$ cat config.mk
export PLATFORM = sky130hd
export DESIGN_NAME = wsv_ctrl
export DESIGN_NICKNAME = d
export VERILOG_FILES = /design/src/hdl/wsv_pkg.sv /design/src/hdl/wsv_ctrl.sv
export SDC_FILE = /design/constraint.sdc
export NUM_CORES = 1
export LEC_CHECK = 0
export ABC_AREA = 1
export BUFFER_PORTS_ARGS = -buffer_cell sky130_fd_sc_hd__buf_4
export CORE_AREA = 4 4 41 43
export CTS_BUF_LIST = sky130_fd_sc_hd__clkbuf_16
export CTS_CLUSTER_SIZE = 24
export DETAILED_ROUTE_END_ITERATION = 8
export DIE_AREA = 0 0 45 47
export GPL_TIMING_DRIVEN = 0
export HOLD_SLACK_MARGIN = 0.06
export PLACE_DENSITY = 0.67
export SLEW_MARGIN = 40
export SYNTH_ARGS = -nofsm -noshare
export SYNTH_HDL_FRONTEND = slang
export SYNTH_SLANG_ARGS = --single-unit
$ cat constraint.sdc
create_clock -name clock -period 0.9 [get_ports clock]
set_input_delay 0.18 -clock clock [delete_from_list [all_inputs] [get_ports clock]]
set_output_delay 0.18 -clock clock [all_outputs]
set_load 0.005 [all_outputs]
$ cat src/hdl/wsv_pkg.sv
// shared types and constants of the wavetable synth voice
// no dependencies
package wsv_pkg;

   localparam int TABLE_DEPTH = 2048;
   localparam int RAMP_TICKS  = 48;
   localparam int ADDR_BITS   = $clog2(TABLE_DEPTH);
   localparam int INDEX_BITS  = $clog2(TABLE_DEPTH + 1) - 1;
   localparam int LEFT_BITS   = $clog2(RAMP_TICKS + 1);
   localparam int RECIP_SHIFT = 24;
   localparam logic [31:0] RAMP_RECIP =
      32'(((64'd1 << RECIP_SHIFT) + 64'(RAMP_TICKS) - 64'd1) / 64'(RAMP_TICKS));
   localparam logic [31:0] HP_COEF = 32'h7C7E5B51;
   localparam int LFSR_BITS = 23;

   typedef enum logic [1:0] {
      OP_TICK      = 2'd0,
      OP_WR_FIRST  = 2'd1,
      OP_WR_SECOND = 2'd2,
      OP_NONE      = 2'd3
   } op_type;

   typedef enum logic [2:0] {
      CSR_PHASE_STEP = 3'd0,
      CSR_PWM_OFFSET = 3'd1,
      CSR_NOISE_RATE = 3'd2,
      CSR_TABLE_MIX  = 3'd3,
      CSR_NOISE_SEL  = 3'd4,
      CSR_PWM_EN     = 3'd5,
      CSR_HP_EN      = 3'd6,
      CSR_NOISE_SEED = 3'd7
   } csr_index_type;

   typedef enum logic [3:0] {
      ST_IDLE,
      ST_START,
      ST_RD,
      ST_MA,
      ST_MB,
      ST_MX,
      ST_ACC,
      ST_RMUL,
      ST_RUPD,
      ST_VMUL,
      ST_VTAKE,
      ST_HUPD,
      ST_OUT
   } state_type;

   typedef enum logic [2:0] {
      MUL_NONE,
      MUL_DIFF_A,
      MUL_DIFF_B,
      MUL_MIX,
      MUL_RAMP,
      MUL_VOL,
      MUL_HP
   } mul_sel_type;

   typedef struct packed {
      logic        tick_go;
      logic        wr_go;
      logic        start_go;
      mul_sel_type mul_sel;
      logic        ia_ld;
      logic        osc_ld;
      logic        ramp_upd;
      logic        res_take;
      logic        hp_upd;
      logic        out_go;
   } cmd_type;

   typedef struct packed {
      logic noise_sel;
      logic pwm_en;
      logic hp_en;
      logic pass;
      logic out_free;
   } status_type;

endpackage

$ cat src/hdl/wsv_ctrl.sv
// controller of the synth voice: sequences the shared multiplier steps
// depends on wsv_pkg
module wsv_ctrl (
   input  logic                clock,
   input  logic                reset,
   input  logic                req_tvalid,
   output logic                req_tready,
   input  wsv_pkg::op_type     req_op,
   input  wsv_pkg::status_type status,
   output wsv_pkg::cmd_type    cmd
);

   wsv_pkg::state_type state_ff, state_in;

   always_ff @(posedge clock) begin
      if (reset) begin
         state_ff <= wsv_pkg::ST_IDLE;
      end else begin
         state_ff <= state_in;
      end
   end

   always_comb begin
      state_in = state_ff;
      case (state_ff)
         wsv_pkg::ST_IDLE: begin
            if (req_tvalid && req_op == wsv_pkg::OP_TICK) begin
               state_in = wsv_pkg::ST_START;
            end
         end
         wsv_pkg::ST_START: begin
            if (status.noise_sel && !status.pwm_en) begin
               state_in = wsv_pkg::ST_RMUL;
            end else begin
               state_in = wsv_pkg::ST_RD;
            end
         end
         wsv_pkg::ST_RD:  state_in = wsv_pkg::ST_MA;
         wsv_pkg::ST_MA:  state_in = wsv_pkg::ST_MB;
         wsv_pkg::ST_MB:  state_in = wsv_pkg::ST_MX;
         wsv_pkg::ST_MX:  state_in = wsv_pkg::ST_ACC;
         wsv_pkg::ST_ACC: begin
            if (!status.pass && status.pwm_en) begin
               state_in = wsv_pkg::ST_RD;
            end else begin
               state_in = wsv_pkg::ST_RMUL;
            end
         end
         wsv_pkg::ST_RMUL:  state_in = wsv_pkg::ST_RUPD;
         wsv_pkg::ST_RUPD:  state_in = wsv_pkg::ST_VMUL;
         wsv_pkg::ST_VMUL:  state_in = wsv_pkg::ST_VTAKE;
         wsv_pkg::ST_VTAKE: begin
            state_in = status.hp_en ? wsv_pkg::ST_HUPD : wsv_pkg::ST_OUT;
         end
         wsv_pkg::ST_HUPD: state_in = wsv_pkg::ST_OUT;
         wsv_pkg::ST_OUT: begin
            if (status.out_free) begin
               state_in = wsv_pkg::ST_IDLE;
            end
         end
         default: state_in = wsv_pkg::ST_IDLE;
      endcase
   end

   always_comb begin
      cmd        = '0;
      req_tready = 1'b0;
      case (state_ff)
         wsv_pkg::ST_IDLE: begin
            req_tready  = 1'b1;
            cmd.tick_go = req_tvalid && req_op == wsv_pkg::OP_TICK;
            cmd.wr_go   = req_tvalid && (req_op == wsv_pkg::OP_WR_FIRST
                                         || req_op == wsv_pkg::OP_WR_SECOND);
         end
         wsv_pkg::ST_START: cmd.start_go = 1'b1;
         wsv_pkg::ST_MA:    cmd.mul_sel  = wsv_pkg::MUL_DIFF_A;
         wsv_pkg::ST_MB: begin
            cmd.mul_sel = wsv_pkg::MUL_DIFF_B;
            cmd.ia_ld   = 1'b1;
         end
         wsv_pkg::ST_MX:    cmd.mul_sel  = wsv_pkg::MUL_MIX;
         wsv_pkg::ST_ACC:   cmd.osc_ld   = 1'b1;
         wsv_pkg::ST_RMUL:  cmd.mul_sel  = wsv_pkg::MUL_RAMP;
         wsv_pkg::ST_RUPD:  cmd.ramp_upd = 1'b1;
         wsv_pkg::ST_VMUL:  cmd.mul_sel  = wsv_pkg::MUL_VOL;
         wsv_pkg::ST_VTAKE: begin
            cmd.res_take = 1'b1;
            cmd.mul_sel  = wsv_pkg::MUL_HP;
         end
         wsv_pkg::ST_HUPD:  cmd.hp_upd   = 1'b1;
         wsv_pkg::ST_OUT:   cmd.out_go   = 1'b1;
         default: ;
      endcase
   end

endmodule

=== After elaboration in Yosys (flattened, before gate mapping) ===
Cells that the tools add are included.

* Register bits after elaboration: 4
* Word-level logic and storage cells: 43

* Eq/ne operators: 16
* Reductions and logical operators: 10
* Muxes and demuxes: 16

{| class="wikitable"
|+ Operators with widths
! cell !! number
|-
| $pmux 4 s13 || 1
|-
| $eq 4x4->1 const B || 5
|-
| $pmux 3 s6 || 1
|-
| $eq 4x3->1 const B || 4
|-
| $mux 3 || 3
|-
| $eq 4x2->1 const B || 2
|-
| $mux 1 || 8
|-
| $mux 4 || 2
|-
| $eq 4x1->1 const B || 1
|-
| $logic_and 1x1->1 || 4
|-
| $logic_not 4->1 || 1
|-
| $ne 2x2->1 const B || 2
|-
| $eq 2x1->1 const B || 1
|-
| $eq 2x2->1 const B || 1
|-
| $logic_not 1->1 || 2
|-
| $logic_not 2->1 || 1
|-
| $mux 2 || 1
|-
| $reduce_and 2->1 || 1
|-
| $logic_or 1x1->1 || 1
|}

=== Depth between registers and ports, before layout ===
* Depth after elaboration: 4
* Depth in mapped cells: 8

=== Worst setup path before layout ===
OpenSTA, ideal clock, no wires.

* Path type: reg-to-output
* Start: reg state_ff[1]
* End: out cmd[11] (netlist name)
* Cell stages (with the launch flop): 6
* Slack: -0.219 ns
* Data arrival time: 0.939 ns
* Required time: 0.720 ns
* Path buffers: 0
* Path through: dfxtp_1 > inv_2 > nand2_1 > nor2_2 > inv_1 > nor3_1

{| class="wikitable"
|+ RTL lines
! item !! RTL line !! text
|-
| start, declared || wsv_ctrl.sv:13 || <nowiki>wsv_pkg::state_type state_ff, state_in;</nowiki>
|-
| start signal, assigned || wsv_ctrl.sv:17 || <nowiki>state_ff <= wsv_pkg::ST_IDLE;</nowiki>
|-
| start signal, assigned || wsv_ctrl.sv:19 || <nowiki>state_ff <= state_in;</nowiki>
|-
| end, declared || wsv_ctrl.sv:10 || <nowiki>output wsv_pkg::cmd_type cmd</nowiki>
|}

==> run_results.csv <==
group,metric,value,unit
die,rows,13,
setup_path,crit_type,"reg2out",
setup_path,cp_num_buf_inv,3,
synthesis,synthSimpleGateAreaFrac,0.542,
routing,drt_iter0_markers,12,
synthesis,yosysTopAreaCellShare,0.215,
sta,relSlewSlack,0.825,
power_and_ir_drop,power_density,2640,nW/um2
power_and_ir_drop,power,2.46,mW
synthesis,synth_cell_types,14,
global_route,first_global_vias,578,
finish,fillers,102,
setup_path,path_cells,"inv_4, nor2_4, inv_2, o211ai_1, buf_4",
die,core_area,1300,um2
sta,setup_violations,17,
setup_path,cp.required,0.72,ns
routing,first_pass_iters,4,
routing,drc,0,
clock_network,cts_hold_buf,0,
synthesis,ys_top_cells_by_area,"nand2_1, dfxtp_1, inv_1",
setup_path,end_kind,"primary output",
routing,wl_per_cell,12.1,um
power_and_ir_drop,power_frac_clock,0.286,
power_and_ir_drop,static-leakage-power,0.484,nW
power_and_ir_drop,p_comb_frac,0.560,
routing,via_per_inst,4.72,
clock_network,htreeDepth,1,
synthesis,synth_top_area_cell,"nand2_1",
finish,fin_nets,128,
sta,rsz0062_at_grt,"true",
die,dieArea,2120,um2
setup_path,start_kind,"register",
die,die_h,47,um
synthesis,synth-compound-area-share,0.0831,
power_and_ir_drop,seq_power_share,0.153,
sta,clock.fmax,0.746,GHz
outcome,violations,"negative setup slack",
global_route,grt_antenna_before_repair,0,
routing,wl_met1,582,um
synthesis,synth_area,437,um2
finish,final_cell_mix,"buf_4, nand2_1, inv_1",
placed_design,gp_congestion,0.787,
sta,whs,0.138,ns
sta,fin_crit_sh,1.49,
synthesis,avgSynthCellArea,5.39,um2
finish,final_cells,131,
setup_path,cp_top_family,"flip-flops",
die,ios,23,
clock_network,cts_max_path_buffers,2,
placed_design,post-place-cells,118,
clock_network,numClockSinks,4,
clock_network,path_clk_slew,0.03,ns
global_route,grt_max_degree,6,
synthesis,synthMuxAreaShare,0,
routing,vias,618,
sta,finalWorstSetupSlack,-0.440,ns
clock_network,cts_tree,"built",
global_route,overflow,0,
synthesis,synth_top_family_by_area,"simple AND/OR/NAND/NOR gates",
synthesis,ys_ff_latch,4,
global_route,grt_usage,0.157,
outcome,status,"finished, violations left",
placed_design,place_hpwl,1.03,mm
setup_path,worstPathArrival,1.16,ns
routing,drt.antenna.violating_nets,0,
routing,drt-total-wl,1.59,mm
clock_network,clock_latency,0.23,ns
global_route,grt_pass1_wl,2.37,mm
finish,diodes,0,
finish,drive_above_1_share,0.621,
job,maxCapViolCount,0,
finish,layout_commonest_cell,"buf_4",
power_and_ir_drop,power_switching_share,0.400,
finish,area_growth_syn_to_layout,113,%
routing,wl_met2,861,um
power_and_ir_drop,ir_drop,0.00170,V
hold_path,hp-class,"in2reg",
synthesis,syn_inst,81,
power_and_ir_drop,p_sw,0.982,mW
routing,dr_wl_met3,101,um
placed_design,portBuffers,22,
sta,fin_skew,0.00170,ns
sta,fin_tns_setup,-5.62,ns
sta,fin_crit,1.34,ns
setup_path,crit_slowest_cell,"dfxtp_4",
routing,dr.max_layer_used,"met4",
synthesis,synth_seq_area_share,0.183,
clock_network,root_buffer,"clkbuf_16",
clock_network,cts_buffers,3,
finish,largest_reg_flops,4,
synthesis,synth_fa_ha_area_frac,0.0287,
die,fp.dieW,45,um
synthesis,yosys.area_share.xor_xnor,0,
synthesis,syn_nets,92,
placed_design,dp_slack,-0.195,ns
die,start_util,0.336,
synthesis,ys_warn_count,0,
sta,worst_pin_slew,0.261,ns
setup_path,crit_path_max_fanout,5,
finish,largest_register,"state_ff",
power_and_ir_drop,p_int,1.48,mW
sta,hold_viol_final,0,
finish,reg_top3,"state_ff (4)",
sta,drv_slew,0,
setup_path,slowest_delay,0.39,ns
==> layer usage <==
metal  vias up  global-route usage
met3         6              0.0115
met4         0               0.105
met2        22               0.282
met1       276               0.176
li1        314                   -
met5         -                   0
==> cell families after synthesis <==
| kind of cell | after synthesis |
|---|---|
| adder cells (fa/ha/maj) | 1 |
| buffers and inverters | 19 |
| AND/OR/NAND/NOR | 51 |
| AO/OA/AOI/OAI | 6 |
| flip-flops | 4 |
==> final timing paths <==
kind | startpoint | endpoint | slack (ns) | cells after the start
worst max-delay path | state_ff[2] | cmd[8] | -0.44 | 5
worst max register to register | state_ff[2] | state_ff[0] | -0.29 | 9
worst min register to register | state_ff[0] | state_ff[3] | 0.70 | 2
worst min-delay path | reset | state_ff[3] | 0.14 | 2
==> metrics by stage <==
stage / instance area, um2 / util
5_1_grt: 930 / 0.714
3_3_place_gp: 676 / 0.519
6_report: 930 / 0.714
4_1_cts: 866 / 0.665
3_5_place_dp: 676 / 0.519
2_1_floorplan: 492 / -
==> power by group through the flow <==
stage          clock network, mW  registers [mW]  logic [mW]
2_1_floorplan                  0           0.347       0.633
3_3_place_gp                   0           0.362       0.909
3_5_place_dp                   0           0.366       0.911
4_1_cts                    0.716           0.355        1.21
5_1_grt                    0.733           0.383        1.48
6_report                   0.704           0.377        1.38
==> layout make-up <==
class,instances,area (um2),share of cell area
flip-flops and latches,4,95.1,0.102
inverters,19,88.8,0.0956
multi-input cells,58,397,0.427
clock buffers,3,75.1,0.0808
clock inverters,1,3.75,0.00404
repair buffers,31,251,0.271
well taps,15,18.8,0.0202
==> synth_stat cells, drive strengths merged <==
cell type / number
nand2: 25
inv: 19
nor2: 18
nand3: 6
dfxtp: 4
a21oi: 2
nor3: 2
o211ai: 2
a31oi: 1
ha: 1
o21ai: 1
==> timing repair <==
item | 4_1_cts | 5_1_grt
buffers inserted | 7 | 2
pin swaps | 9 | 8
setup endpoints to repair | 17 | 17
gates resized for setup | 19 | 14
(Power assumes the default switching activity.)
